===== src/sms_pkg.sv =====
// Shared types, constants and register codes for the SPI master shifter.
`default_nettype none

package sms_pkg;

  localparam int unsigned DEF_QUEUE_DEPTH = 2;

  localparam int unsigned CFG_IDX_W = 3;

  localparam logic [CFG_IDX_W-1:0] CFG_HALF_PERIOD = 3'd0;
  localparam logic [CFG_IDX_W-1:0] CFG_CLOCK_POLARITY = 3'd1;
  localparam logic [CFG_IDX_W-1:0] CFG_CLOCK_PHASE = 3'd2;
  localparam logic [CFG_IDX_W-1:0] CFG_CS_SETUP_TICKS = 3'd3;
  localparam logic [CFG_IDX_W-1:0] CFG_CS_HOLD_TICKS = 3'd4;

  localparam logic [15:0] RST_HALF_PERIOD = 16'd4;
  localparam logic [15:0] RST_CS_SETUP_TICKS = 16'd0;
  localparam logic [15:0] RST_CS_HOLD_TICKS = 16'd0;

  localparam logic [7:0] BIT_MASK [8] = '{
    8'h01, 8'h02, 8'h04, 8'h08, 8'h10, 8'h20, 8'h40, 8'h80
  };

  typedef struct packed {
    logic [15:0] half_period;
    logic        clock_polarity;
    logic        clock_phase;
    logic [15:0] cs_setup_ticks;
    logic [15:0] cs_hold_ticks;
  } cfg_t;

  typedef struct packed {
    logic       miso_level;
    logic       tx_valid;
    logic [7:0] tx_byte;
    logic [3:0] tx_bits;
    logic       tx_last;
  } item_t;

endpackage

`default_nettype wire


===== src/sms_in_if.sv =====
// Channel carrying one timebase tick with its line and transmit fields.
`default_nettype none

interface sms_in_if;
  logic       valid;
  logic       ready;
  logic       miso_level;
  logic       tx_valid;
  logic [7:0] tx_byte;
  logic [3:0] tx_bits;
  logic       tx_last;

  modport source (
    output valid, miso_level, tx_valid, tx_byte, tx_bits, tx_last,
    input  ready
  );

  modport sink (
    input  valid, miso_level, tx_valid, tx_byte, tx_bits, tx_last,
    output ready
  );
endinterface

`default_nettype wire


===== src/sms_out_if.sv =====
// Channel carrying the pin levels and receive result of one tick.
`default_nettype none

interface sms_out_if;
  logic       valid;
  logic       ready;
  logic       sck;
  logic       mosi;
  logic       cs_n;
  logic       tx_taken;
  logic       rx_valid;
  logic [7:0] rx_byte;
  logic       rx_last;
  logic       busy_res;

  modport source (
    output valid, sck, mosi, cs_n, tx_taken, rx_valid, rx_byte, rx_last, busy_res,
    input  ready
  );

  modport sink (
    input  valid, sck, mosi, cs_n, tx_taken, rx_valid, rx_byte, rx_last, busy_res,
    output ready
  );
endinterface

`default_nettype wire


===== src/sms_cfg_if.sv =====
// Configuration write channel with register index and write data.
`default_nettype none

interface sms_cfg_if;
  import sms_pkg::*;

  logic                 valid;
  logic                 ready;
  logic [CFG_IDX_W-1:0] index;
  logic [15:0]          data;

  modport source (
    output valid, index, data,
    input  ready
  );

  modport sink (
    input  valid, index, data,
    output ready
  );
endinterface

`default_nettype wire


===== src/sms_front.sv =====
// Front end: accepts ticks and normalizes the transmit bit count.
`default_nettype none

module sms_front
  import sms_pkg::*;
(
  sms_in_if.sink tick,
  input  logic   full,
  output logic   push,
  output item_t  item
);

  logic [3:0] bits_norm;

  always_comb begin
    if (tick.tx_bits == 4'd0) begin
      bits_norm = 4'd1;
    end else if (tick.tx_bits > 4'd8) begin
      bits_norm = 4'd8;
    end else begin
      bits_norm = tick.tx_bits;
    end
  end

  assign tick.ready = !full;
  assign push = tick.valid && !full;

  always_comb begin
    item.miso_level = tick.miso_level;
    item.tx_valid   = tick.tx_valid;
    item.tx_byte    = tick.tx_byte;
    item.tx_bits    = bits_norm;
    item.tx_last    = tick.tx_last;
  end

endmodule

`default_nettype wire


===== src/sms_queue.sv =====
// Short first-in first-out queue of normalized ticks between front and back.
`default_nettype none

module sms_queue
  import sms_pkg::*;
#(
  parameter int unsigned DEPTH = DEF_QUEUE_DEPTH
) (
  input  logic  clk,
  input  logic  rst,
  input  logic  push,
  input  item_t push_item,
  input  logic  pop,
  output logic  not_empty,
  output logic  full,
  output item_t head
);

  localparam int unsigned PTR_W = (DEPTH > 1) ? $clog2(DEPTH) : 1;
  localparam int unsigned CNT_W = $clog2(DEPTH + 1);

  item_t             entries [DEPTH];
  logic [PTR_W-1:0]  wr_ptr;
  logic [PTR_W-1:0]  rd_ptr;
  logic [CNT_W-1:0]  count;

  assign not_empty = (count != '0);
  assign full = (count == CNT_W'(DEPTH));
  assign head = entries[rd_ptr];

  always_ff @(posedge clk) begin
    if (push) begin
      entries[wr_ptr] <= push_item;
    end
  end

  always_ff @(posedge clk) begin
    if (rst) begin
      wr_ptr <= '0;
      rd_ptr <= '0;
      count  <= '0;
    end else begin
      if (push) begin
        wr_ptr <= (wr_ptr == PTR_W'(DEPTH - 1)) ? '0 : wr_ptr + PTR_W'(1);
      end
      if (pop) begin
        rd_ptr <= (rd_ptr == PTR_W'(DEPTH - 1)) ? '0 : rd_ptr + PTR_W'(1);
      end
      if (push && !pop) begin
        count <= count + CNT_W'(1);
      end else if (pop && !push) begin
        count <= count - CNT_W'(1);
      end
    end
  end

endmodule

`default_nettype wire


===== src/sms_back.sv =====
// Back end: SPI bit sequencer stepped once per tick, with a registered result.
`default_nettype none

module sms_back
  import sms_pkg::*;
(
  input  logic  clk,
  input  logic  rst,
  input  cfg_t  cfg,
  input  logic  q_valid,
  input  item_t q_item,
  output logic  q_pop,
  sms_out_if.source result
);

  typedef enum logic [6:0] {
    PH_IDLE   = 7'b0000001,
    PH_SETUP  = 7'b0000010,
    PH_FIRST  = 7'b0000100,
    PH_SECOND = 7'b0001000,
    PH_WAIT   = 7'b0010000,
    PH_TAIL   = 7'b0100000,
    PH_HOLD   = 7'b1000000
  } phase_t;

  phase_t      phase;
  phase_t      phase_next;
  logic [15:0] tick_count;
  logic [15:0] tick_count_next;
  logic [7:0]  tx_shift;
  logic [7:0]  tx_shift_next;
  logic [7:0]  rx_shift;
  logic [7:0]  rx_shift_next;
  logic [3:0]  bit_index;
  logic [3:0]  bit_index_next;
  logic [3:0]  byte_bits;
  logic [3:0]  byte_bits_next;
  logic        final_byte;
  logic        final_byte_next;
  logic        mosi;
  logic        mosi_next;

  logic        step;
  logic [15:0] half_len;
  logic [3:0]  bit_inc;
  logic [7:0]  rx_sampled;
  logic        do_take;
  logic        do_first;
  logic        taken;
  logic        rxv;
  logic [7:0]  rxb;
  logic        rxl;
  logic        sck_next;

  assign step = q_valid && (!result.valid || result.ready);
  assign q_pop = step;
  assign half_len = (cfg.half_period == 16'd0) ? 16'd1 : cfg.half_period;
  assign bit_inc = bit_index + 4'd1;
  assign rx_sampled = q_item.miso_level ? (rx_shift | BIT_MASK[bit_index[2:0]]) : rx_shift;

  always_comb begin
    phase_next      = phase;
    tick_count_next = tick_count;
    tx_shift_next   = tx_shift;
    rx_shift_next   = rx_shift;
    bit_index_next  = bit_index;
    byte_bits_next  = byte_bits;
    final_byte_next = final_byte;
    mosi_next       = mosi;
    do_take         = 1'b0;
    do_first        = 1'b0;
    rxv             = 1'b0;
    rxb             = 8'd0;
    rxl             = 1'b0;

    unique case (phase)
      PH_IDLE: begin
        if (q_item.tx_valid) begin
          do_take = 1'b1;
          if (cfg.cs_setup_ticks == 16'd0) begin
            do_first = 1'b1;
          end else begin
            phase_next      = PH_SETUP;
            tick_count_next = cfg.cs_setup_ticks;
          end
        end
      end
      PH_SETUP: begin
        if (tick_count <= 16'd1) begin
          do_first = 1'b1;
        end else begin
          tick_count_next = tick_count - 16'd1;
        end
      end
      PH_FIRST: begin
        if (tick_count <= 16'd1) begin
          phase_next      = PH_SECOND;
          tick_count_next = half_len;
          rx_shift_next   = rx_sampled;
          if ({1'b0, bit_index} + 5'd1 >= {1'b0, byte_bits}) begin
            rxv = 1'b1;
            rxb = rx_sampled;
            rxl = final_byte;
          end
        end else begin
          tick_count_next = tick_count - 16'd1;
        end
      end
      PH_SECOND: begin
        if (tick_count <= 16'd1) begin
          bit_index_next = bit_inc;
          if (bit_inc < byte_bits) begin
            do_first = 1'b1;
          end else if (final_byte) begin
            phase_next = PH_TAIL;
          end else if (q_item.tx_valid) begin
            do_take  = 1'b1;
            do_first = 1'b1;
          end else begin
            phase_next = PH_WAIT;
          end
        end else begin
          tick_count_next = tick_count - 16'd1;
        end
      end
      PH_WAIT: begin
        if (q_item.tx_valid) begin
          do_take  = 1'b1;
          do_first = 1'b1;
        end
      end
      PH_TAIL: begin
        mosi_next = cfg.clock_polarity;
        if (cfg.cs_hold_ticks == 16'd0) begin
          phase_next = PH_IDLE;
        end else begin
          phase_next      = PH_HOLD;
          tick_count_next = cfg.cs_hold_ticks;
        end
      end
      PH_HOLD: begin
        if (tick_count <= 16'd1) begin
          phase_next = PH_IDLE;
        end else begin
          tick_count_next = tick_count - 16'd1;
        end
      end
      default: begin
        phase_next = PH_IDLE;
      end
    endcase

    if (do_take) begin
      tx_shift_next   = q_item.tx_byte;
      byte_bits_next  = q_item.tx_bits;
      final_byte_next = q_item.tx_last;
      bit_index_next  = 4'd0;
      rx_shift_next   = 8'd0;
    end
    if (do_first) begin
      phase_next      = PH_FIRST;
      tick_count_next = half_len;
      mosi_next       = tx_shift_next[bit_index_next[2:0]];
    end
  end

  assign taken = do_take;

  always_comb begin
    if (phase_next == PH_FIRST) begin
      sck_next = cfg.clock_polarity ^ cfg.clock_phase;
    end else if (phase_next == PH_SECOND) begin
      sck_next = ~(cfg.clock_polarity ^ cfg.clock_phase);
    end else begin
      sck_next = cfg.clock_polarity;
    end
  end

  always_ff @(posedge clk) begin
    if (rst) begin
      phase      <= PH_IDLE;
      tick_count <= 16'd0;
      tx_shift   <= 8'd0;
      rx_shift   <= 8'd0;
      bit_index  <= 4'd0;
      byte_bits  <= 4'd0;
      final_byte <= 1'b0;
      mosi       <= 1'b0;
    end else if (step) begin
      phase      <= phase_next;
      tick_count <= tick_count_next;
      tx_shift   <= tx_shift_next;
      rx_shift   <= rx_shift_next;
      bit_index  <= bit_index_next;
      byte_bits  <= byte_bits_next;
      final_byte <= final_byte_next;
      mosi       <= mosi_next;
    end
  end

  always_ff @(posedge clk) begin
    if (rst) begin
      result.valid <= 1'b0;
    end else if (step) begin
      result.valid <= 1'b1;
    end else if (result.ready) begin
      result.valid <= 1'b0;
    end
  end

  always_ff @(posedge clk) begin
    if (step) begin
      result.sck      <= sck_next;
      result.mosi     <= mosi_next;
      result.cs_n     <= (phase_next == PH_IDLE);
      result.tx_taken <= taken;
      result.rx_valid <= rxv;
      result.rx_byte  <= rxb;
      result.rx_last  <= rxl;
      result.busy_res <= (phase_next != PH_IDLE);
    end
  end

endmodule

`default_nettype wire


===== src/spi_master_shifter_core.sv =====
// Top level of the SPI master shifter: configuration registers, front, queue and back.
// Each accepted tick is queued, then gives one registered result when the output is free.
// Throughput is one tick per cycle unless the output stalls, one sequencer step per tick.
// The queue between front and back holds up to QUEUE_DEPTH ticks during output stalls.
// Synchronous reset idles the sequencer, clears result valid and loads default settings.
`default_nettype none

module spi_master_shifter_core
  import sms_pkg::*;
#(
  parameter int unsigned QUEUE_DEPTH = DEF_QUEUE_DEPTH
) (
  input  logic clk,
  input  logic rst,
  sms_in_if.sink     tick,
  sms_cfg_if.sink    cfg,
  sms_out_if.source  result
);

  cfg_t  cfg_regs;
  logic  q_push;
  item_t q_push_item;
  logic  q_pop;
  logic  q_not_empty;
  logic  q_full;
  item_t q_head;

  assign cfg.ready = 1'b1;

  always_ff @(posedge clk) begin
    if (rst) begin
      cfg_regs.half_period    <= RST_HALF_PERIOD;
      cfg_regs.clock_polarity <= 1'b0;
      cfg_regs.clock_phase    <= 1'b0;
      cfg_regs.cs_setup_ticks <= RST_CS_SETUP_TICKS;
      cfg_regs.cs_hold_ticks  <= RST_CS_HOLD_TICKS;
    end else if (cfg.valid) begin
      unique case (cfg.index)
        CFG_HALF_PERIOD:    cfg_regs.half_period    <= cfg.data;
        CFG_CLOCK_POLARITY: cfg_regs.clock_polarity <= cfg.data[0];
        CFG_CLOCK_PHASE:    cfg_regs.clock_phase    <= cfg.data[0];
        CFG_CS_SETUP_TICKS: cfg_regs.cs_setup_ticks <= cfg.data;
        CFG_CS_HOLD_TICKS:  cfg_regs.cs_hold_ticks  <= cfg.data;
        default: begin
        end
      endcase
    end
  end

  sms_front u_front (
    .tick (tick),
    .full (q_full),
    .push (q_push),
    .item (q_push_item)
  );

  sms_queue #(
    .DEPTH (QUEUE_DEPTH)
  ) u_queue (
    .clk       (clk),
    .rst       (rst),
    .push      (q_push),
    .push_item (q_push_item),
    .pop       (q_pop),
    .not_empty (q_not_empty),
    .full      (q_full),
    .head      (q_head)
  );

  sms_back u_back (
    .clk     (clk),
    .rst     (rst),
    .cfg     (cfg_regs),
    .q_valid (q_not_empty),
    .q_item  (q_head),
    .q_pop   (q_pop),
    .result  (result)
  );

  // A received byte only completes inside a selected transfer.
  a_rx_in_transfer: assert property (@(posedge clk) disable iff (rst)
    (result.valid && result.rx_valid) |-> (!result.cs_n && result.busy_res))
    else $error("rx_valid reported outside a selected transfer");

  // Taking a transmit byte always starts or continues a transfer.
  a_take_busy: assert property (@(posedge clk) disable iff (rst)
    (result.valid && result.tx_taken) |-> (result.busy_res && !result.cs_n))
    else $error("tx_taken reported while idle");

  // Receiving and taking a byte happen on different ticks.
  a_rx_take_apart: assert property (@(posedge clk) disable iff (rst)
    result.valid |-> !(result.rx_valid && result.tx_taken))
    else $error("rx_valid and tx_taken on the same tick");

  // The queue is never popped while empty.
  a_pop_nonempty: assert property (@(posedge clk) disable iff (rst)
    q_pop |-> q_not_empty)
    else $error("queue popped while empty");

endmodule

`default_nettype wire

===== src/flat_wrapper.sv =====
// flat-port wrapper written by rule: the top's interface ports become plain ports
module spi_master_shifter_core_flat import sms_pkg::*;
#(
  parameter int unsigned QUEUE_DEPTH = DEF_QUEUE_DEPTH
)
  (clk, rst, tick_valid, tick_miso_level, tick_tx_valid, tick_tx_byte, tick_tx_bits, tick_tx_last, tick_ready, cfg_valid, cfg_index, cfg_data, cfg_ready, result_valid, result_sck, result_mosi, result_cs_n, result_tx_taken, result_rx_valid, result_rx_byte, result_rx_last, result_busy_res, result_ready);
  sms_in_if tick_i ();
  sms_cfg_if cfg_i ();
  sms_out_if result_i ();
  input  logic clk;
  input  logic rst;
  input wire logic [$bits(tick_i.valid)-1:0] tick_valid;
  input wire logic [$bits(tick_i.miso_level)-1:0] tick_miso_level;
  input wire logic [$bits(tick_i.tx_valid)-1:0] tick_tx_valid;
  input wire logic [$bits(tick_i.tx_byte)-1:0] tick_tx_byte;
  input wire logic [$bits(tick_i.tx_bits)-1:0] tick_tx_bits;
  input wire logic [$bits(tick_i.tx_last)-1:0] tick_tx_last;
  output wire logic [$bits(tick_i.ready)-1:0] tick_ready;
  input wire logic [$bits(cfg_i.valid)-1:0] cfg_valid;
  input wire logic [$bits(cfg_i.index)-1:0] cfg_index;
  input wire logic [$bits(cfg_i.data)-1:0] cfg_data;
  output wire logic [$bits(cfg_i.ready)-1:0] cfg_ready;
  output wire logic [$bits(result_i.valid)-1:0] result_valid;
  output wire logic [$bits(result_i.sck)-1:0] result_sck;
  output wire logic [$bits(result_i.mosi)-1:0] result_mosi;
  output wire logic [$bits(result_i.cs_n)-1:0] result_cs_n;
  output wire logic [$bits(result_i.tx_taken)-1:0] result_tx_taken;
  output wire logic [$bits(result_i.rx_valid)-1:0] result_rx_valid;
  output wire logic [$bits(result_i.rx_byte)-1:0] result_rx_byte;
  output wire logic [$bits(result_i.rx_last)-1:0] result_rx_last;
  output wire logic [$bits(result_i.busy_res)-1:0] result_busy_res;
  input wire logic [$bits(result_i.ready)-1:0] result_ready;
  assign tick_i.valid = tick_valid;
  assign tick_i.miso_level = tick_miso_level;
  assign tick_i.tx_valid = tick_tx_valid;
  assign tick_i.tx_byte = tick_tx_byte;
  assign tick_i.tx_bits = tick_tx_bits;
  assign tick_i.tx_last = tick_tx_last;
  assign tick_ready = tick_i.ready;
  assign cfg_i.valid = cfg_valid;
  assign cfg_i.index = cfg_index;
  assign cfg_i.data = cfg_data;
  assign cfg_ready = cfg_i.ready;
  assign result_valid = result_i.valid;
  assign result_sck = result_i.sck;
  assign result_mosi = result_i.mosi;
  assign result_cs_n = result_i.cs_n;
  assign result_tx_taken = result_i.tx_taken;
  assign result_rx_valid = result_i.rx_valid;
  assign result_rx_byte = result_i.rx_byte;
  assign result_rx_last = result_i.rx_last;
  assign result_busy_res = result_i.busy_res;
  assign result_i.ready = result_ready;
  spi_master_shifter_core #(.QUEUE_DEPTH(QUEUE_DEPTH)) u_core (.clk(clk), .rst(rst), .tick(tick_i), .cfg(cfg_i), .result(result_i));
endmodule

===== config.mk =====
export PLATFORM = sky130hd
export DESIGN_NAME = spi_master_shifter_core_flat
export DESIGN_NICKNAME = d
export VERILOG_FILES = /design/src/sms_pkg.sv /design/src/sms_in_if.sv /design/src/sms_out_if.sv /design/src/sms_cfg_if.sv /design/src/sms_front.sv /design/src/sms_queue.sv /design/src/sms_back.sv /design/src/spi_master_shifter_core.sv /design/src/flat_wrapper.sv
export SDC_FILE = /design/constraint.sdc
export NUM_CORES = 1
export LEC_CHECK = 0
export BUFFER_PORTS_ARGS = -buffer_cell sky130_fd_sc_hd__buf_2
export CAP_MARGIN = 20
export CORE_MARGIN = 4
export CORE_UTILIZATION = 62
export CTS_BUF_LIST = sky130_fd_sc_hd__clkbuf_4 sky130_fd_sc_hd__clkbuf_8
export CTS_CLUSTER_DIAMETER = 150
export DETAILED_ROUTE_END_ITERATION = 16
export GPL_ROUTABILITY_DRIVEN = 0
export GPL_TIMING_DRIVEN = 1
export PLACE_DENSITY = 0.84
export SLEW_MARGIN = 20
export SYNTH_ARGS = -nofsm -noshare
export SYNTH_HDL_FRONTEND = slang
export SYNTH_SLANG_ARGS = --single-unit

===== constraint.sdc =====
create_clock -name clk -period 3.3 [get_ports clk]
set_input_delay 0.66 -clock clk [delete_from_list [all_inputs] [get_ports clk]]
set_output_delay 0.66 -clock clk [all_outputs]
set_load 0.005 [all_outputs]

Yosys cells after proc, flatten, opt, wreduce, memory -nomap -nowiden
Memories as Yosys holds them, arrays and structs flattened. A register that Yosys moved wholly into a read port is not among the register bits.
Index checks and enable logic that the tools add are counted.
- flip-flop bits (word level): 119
- RAM bits: 30
- memory bits (read-only): 64
- input bits: 39
- logic and storage cells: 159
- memories: 2
- memories (memory ; depth ; bits a word ; rd ports ; clocked after Yosys merged registers in ; wr ports ; RTL line ; text):
    (name not given) ; 8 ; 8 ; 1 ; 0 ; 0 ; sms_back.sv:59 ; assign rx_sampled = q_item.miso_level ? (rx_shift | BIT_MASK[bit_index[2:0]]) : rx_shift;
    u_core.u_queue.entries ; 2 ; 15 ; 1 ; 1 ; 1 ; sms_queue.sv:22 ; item_t entries [DEPTH];
- add/sub/neg operators: 7
- $lt $le $gt $ge: 6
- eq/ne operators: 20
- muxes and demuxes: 59
- bitwise operators: 4
- reduce and logical (&&, ||, !) cells: 35
- operators by type and width (operator ; count):
    $mux 16 ; 7
    $mux 7 ; 10
    $pmux 16 s4 ; 1
    $mux 8 ; 7
    $logic_not 16->1 ; 3
    $pmux 7 s6 ; 1
    $mux 1 ; 23
    $mux 4 ; 5
    $le 16x1->1 const B ; 1
    $sub 16x1->16 const B ; 1
    $eq 7x1->1 const B ; 2
    $eq 7x3->1 const B ; 2
    $eq 7x4->1 const B ; 2
    $reduce_and 2->1 ; 7
    $reduce_bool 2->1 ; 6
    $ne 3x3->1 const B ; 3
    $reduce_and 3->1 ; 3
    $or 8x8->8 ; 1
    $eq 7x2->1 const B ; 1
    $eq 7x5->1 const B ; 1
    $eq 7x6->1 const B ; 1
    $eq 7x7->1 const B ; 1
    $ne 7x1->1 const B ; 1
    $eq 3x2->1 const B ; 2
    other kinds (30) ; 39

Longest topological paths before layout
- depth after elaboration: 9
- gate-level depth with buffers: 14
- depth with buffers taken out: 12

Modules after synthesis
Synthesis repeated with hierarchy kept, for this count alone.
- cell total of the unflattened synthesis: 772
- area, all modules: 7628.6 µm²
- modules (own cells, without submodules) (module ; instances ; cells an instance ; area each (µm²) ; seq. area each (µm²)):
    sms_back ; 1 ; 498 ; 4147.7 ; 1451.4
    spi_master_shifter_core ; 1 ; 187 ; 2065.7 ; 1001.0
    sms_queue ; 1 ; 69 ; 1292.5 ; 1001.0
    sms_front ; 1 ; 18 ; 122.6 ; 0.0

Worst setup path after synthesis
Ideal clock, no wire load.
- path type: reg2reg
- from: register u_core.u_back.bit_index[0]
- to: register u_core.u_back.result.mosi (data pin)
- setup time: 0.268 ns
- arrival time: 2.756 ns
- data required time: 3.032 ns
- path slack: 0.276 ns
- cell stages (with the launch flop): 13
- buffers on the path: 1
- period minus slack after synthesis: 3.024 ns
- path through: dfxtp_1 > buf_4 > clkinv_1 > ha_1 > ha_1 > nor2b_1 > o21bai_1 > a21oi_2 > mux2_2 > nor3_1 > o41ai_2 > o221ai_2 > o21ai_0
- cells in the longest elaborated chain, start to end: 9
- RTL lines (what ; RTL line ; text):
    from (decl) ; sms_back.sv:34 ; logic [3:0] bit_index;
    from (signal assigned) ; sms_back.sv:194 ; bit_index <= bit_index_next;
    $add 4x1->4 ; sms_back.sv:58 ; assign bit_inc = bit_index + 4'd1;
    $lt 4x4->1 ; sms_back.sv:112 ; if (bit_inc < byte_bits) begin
    $mux 1 ; sms_back.sv:112 ;
    $mux 1 ; sms_back.sv:110 ; if (tick_count <= 16'd1) begin
    $pmux 1 s2 ; sms_back.sv:76 ; unique case (phase)
    $mux 8 or $mux 4 (tied branches) ; sms_back.sv:153 ; if (do_take) begin
    $bmux 1 s3 ; sms_back.sv:163 ; mosi_next = tx_shift_next[bit_index_next[2:0]];
    $mux 1 (implied by the code) ; sms_back.sv:163 ;
    $mux 1 (*) ; sms_back.sv:160 ; if (do_first) begin
    via u_core.u_back.mosi_next ; sms_back.sv:41 ; logic mosi_next;
    to (signal assigned) ; sms_back.sv:214 ; result.mosi <= mosi_next;
    to (decl) ; sms_out_if.sv:17 ; output valid, sck, mosi, cs_n, tx_taken, rx_valid, rx_byte, rx_last, busy_res,
The timed path passes the listed nets; every way through them passes the cells marked *. The select of a mux whose other input is x is not followed.
A chain may end at the register's enable or synchronous reset.

Final worst setup path
- from: register u_core.u_back.bit_index[0]
- to: register u_core.u_back.tick_count[6]
- cells in the longest elaborated chain, start to end: 7
- RTL lines (what ; RTL line ; text):
    $add 4x1->4 (*) ; sms_back.sv:58 ;
    $lt 4x4->1 (*) ; sms_back.sv:112 ;
    $mux 1 (*) ; sms_back.sv:112 ;
    $mux 1 (*) ; sms_back.sv:110 ;
    $pmux 1 s4 (*) ; sms_back.sv:76 ;
    $ne 3x2->1 (no source line) (tied with other cells) ; - ;
    $reduce_and 6->1 (no source line) ; - ;
    to (signal assigned) ; sms_back.sv:191 ; tick_count <= tick_count_next;
    to (decl) ; sms_back.sv:28 ; logic [15:0] tick_count;
Mark *: on every way between the ends. The rest lies on a longest branch, timed or not.

==> summary.txt <==
Max Slew Vio Count: 0
Total gr overflow: 0
DP Cell Count: 949
PwrDens: 903 nW/um2
# clock sinks: 150
Clock skew: 9.15 ps
Simple-gate share of the synthesized area: 0.213
Post-synth EDFFs: 45
Die area: 13400 um2
Hold buffer count at cts: 0
Final instance area: 7980 um2
Via density: 6.29
Worst-path fanout max: 10
Number of global-route vias before repair: 6065
Worst Setup SP: u_core.u_back.bit_index[0]
Synth warn: 0
Final Cycle Share: 0.936
Final Core Density: 0.699
WP data required: 3650 ps
Row count: 39
Initial core utilization: 0.633
Post-Syn Area: 7220 um2
First-pass GRT wire length: 29200 um
DRC Markers: 0
CTS tree: yes
Multiplexer share of the synthesized area: 0.0326
GRT Total Usage: 0.273
Fin cells: 980
Clock-pin slew on the worst setup and hold paths: 80 ps
Filler instances: 869
XOR/XNOR Fraction of Synth Area: 0.0255
Setup Buffers After CTS: 0
RSZ-0062 raised after global routing: false
Main combinational cell family by area after synthesis: simple AND/OR/NAND/NOR gates
Post-Synthesis Cells: 782
Fmax: 324 MHz
Synth Area in Compound Gates: 0.176
CTS Buffer Depth: 2
Largest net degree at the start of global routing: 51
Syn Nets: 834
Post-cts resize count: 0
TNS Setup: 0 ps
Crit end category: flop
Seq/Total Area, Yosys: 0.478
Synth Register Bits: 150
Hold_sp: tick_tx_valid
I/O pin cnt: 57
Crit path kind: flop to flop
Initial antenna violation count: 0
Die Height: 116 um
Netlist cell types: 71
Post-DP HPWL: 12500 um
Worst slew margin: 0.470
Area Overhead vs Synth: 10.4%
Mean area per synthesized cell: 9.24 um2
Vias: 6162
Worst-margin pin slew: 795 ps
Core area: 11400 um2
# Max-Cap Violations: 0
Status: completed
Layout cells sized above 1: 0.167
Most common cell after layout, fill and taps aside: nand2_1
DR pass1 iterations: 8
Wire per inst: 18.0 um
Cts bufs inserted: 17
Top_reg_cell synth: dfxtp_1
Placed cell areas: 7520 um2
Die width: 116 um
Diode count: 0
Port Buffer Count: 55
Root Buffer: clkbuf_8
Hold Crit Class: input pin to flop
H-tree depth: 4
Minimum clock period: 3090 ps
Critical path launch point type: flop
Final hold vios: 0
Antenna viol nets, final: 0
Final setup margin: 210 ps
Reg2reg start: u_core.u_back.bit_index[0]
Post-synth ARST share: 0
P_leak: 2.93 nW
Most frequent cells in the layout: nand2_1 (117), dfxtp_1 (105), nor2_1 (87), a21oi_1 (77), buf_2 (55)
Post-place setup slack: 289 ps
VDD IR max: 430 uV
DRT iter0 DRCs: 573
Post-Route WL: 17700 um
Nets: 877
Adder-Cell Fraction of Synth Area: 0.0225
Clk Latency, worst-skew pair: 440 ps
# setup viols final: 0
Crit path DAT: 3440 ps
==> where the power goes <==
part / internal [mW] / switching (mW) / total [mW]
logic: 1.15 / 1.87 / 3.02
registers: 2.29 / 0.288 / 2.58
clock network: 0.940 / 0.660 / 1.60
total: 4.38 / 2.82 / 7.20
==> stage by stage <==
stage               hold slack [ps]  total power, mW
detailed placement              471             5.56
floorplan                       444             4.84
finish                          408             7.20
global placement                461             5.42
CTS                             395             7.17
global route                    388             7.65
==> layout make-up <==
cell class	count	area, um2	area share
clock buffers	24	318	0.0398
flip-flops and latches	150	3450	0.433
multi-input cells	565	3400	0.426
repair buffers	73	423	0.0530
clock inverters	7	140	0.0176
inverters	18	67.6	0.00847
well taps	143	179	0.0224
==> per-layer routing <==
metal  track usage  share of wire  up-vias
met5             0              0        -
met4         0.121          0.031        0
met3        0.0700          0.086       62
met2         0.424           0.47      292
met1         0.361           0.41     2906
li1              -              -     2902
==> cell usage after synthesis, drive strengths merged (12+ instances only) <==
cell type | count | area, um2
a222oi | 13 | 130
xnor2 | 12 | 105
edfxtp | 45 | 1350
nor3 | 38 | 210
nand2 | 117 | 439
dfxtp | 105 | 2100
inv | 17 | 63.8
buf | 24 | 208
mux2i | 19 | 190
a21oi | 78 | 394
a211oi | 33 | 263
nor4 | 18 | 140
o21ai | 22 | 125
nor2 | 87 | 327
clkbuf | 24 | 90.1
ha | 13 | 163
==> critical path, cell delays in order, from the launching register on <==
cell and delay [ps]:
dfxtp_1 370, buf_4 200, nand3_1 100, xnor2_1 280, ha_1 300, a21oi_1 380, a21oi_1 120, o21ai_0 190
a21o_1 320, o21a_1 380, a211oi_1 130, nor3_1 220
==> flip-flops by register name, indices dropped and copies added, names as in the netlist, 7 cells and up, named ones only <==
signal	cells
u_core.cfg_regs	50
u_core.u_back.phase	7
u_core.u_back.result.rx_byte	8
u_core.u_back.rx_shift	8
u_core.u_back.tick_count	16
u_core.u_back.tx_shift	8
u_core.u_queue.entries	30
==> path summary, 6_finish.rpt <==
kind                            slack [ps]                             to  cells after the start
worst min-delay path                   410  u_core.u_queue.entries[1][13]                      1
worst max-delay path                   210    u_core.u_back.tick_count[6]                     11
worst max register to register         210    u_core.u_back.tick_count[6]                     11
worst min register to register         490            u_core.cfg_regs[46]                      2
==> cells by family after synthesis <==
group | after synthesis
AOI/OAI and AO/OA | 188
xor gates and xnor gates | 21
adders and majority gates | 13
buffers and inverters | 67
DFF | 150
muxes | 23
other | 1
and+or+nand+nor | 319
Power figures use the tool's default switching activity.
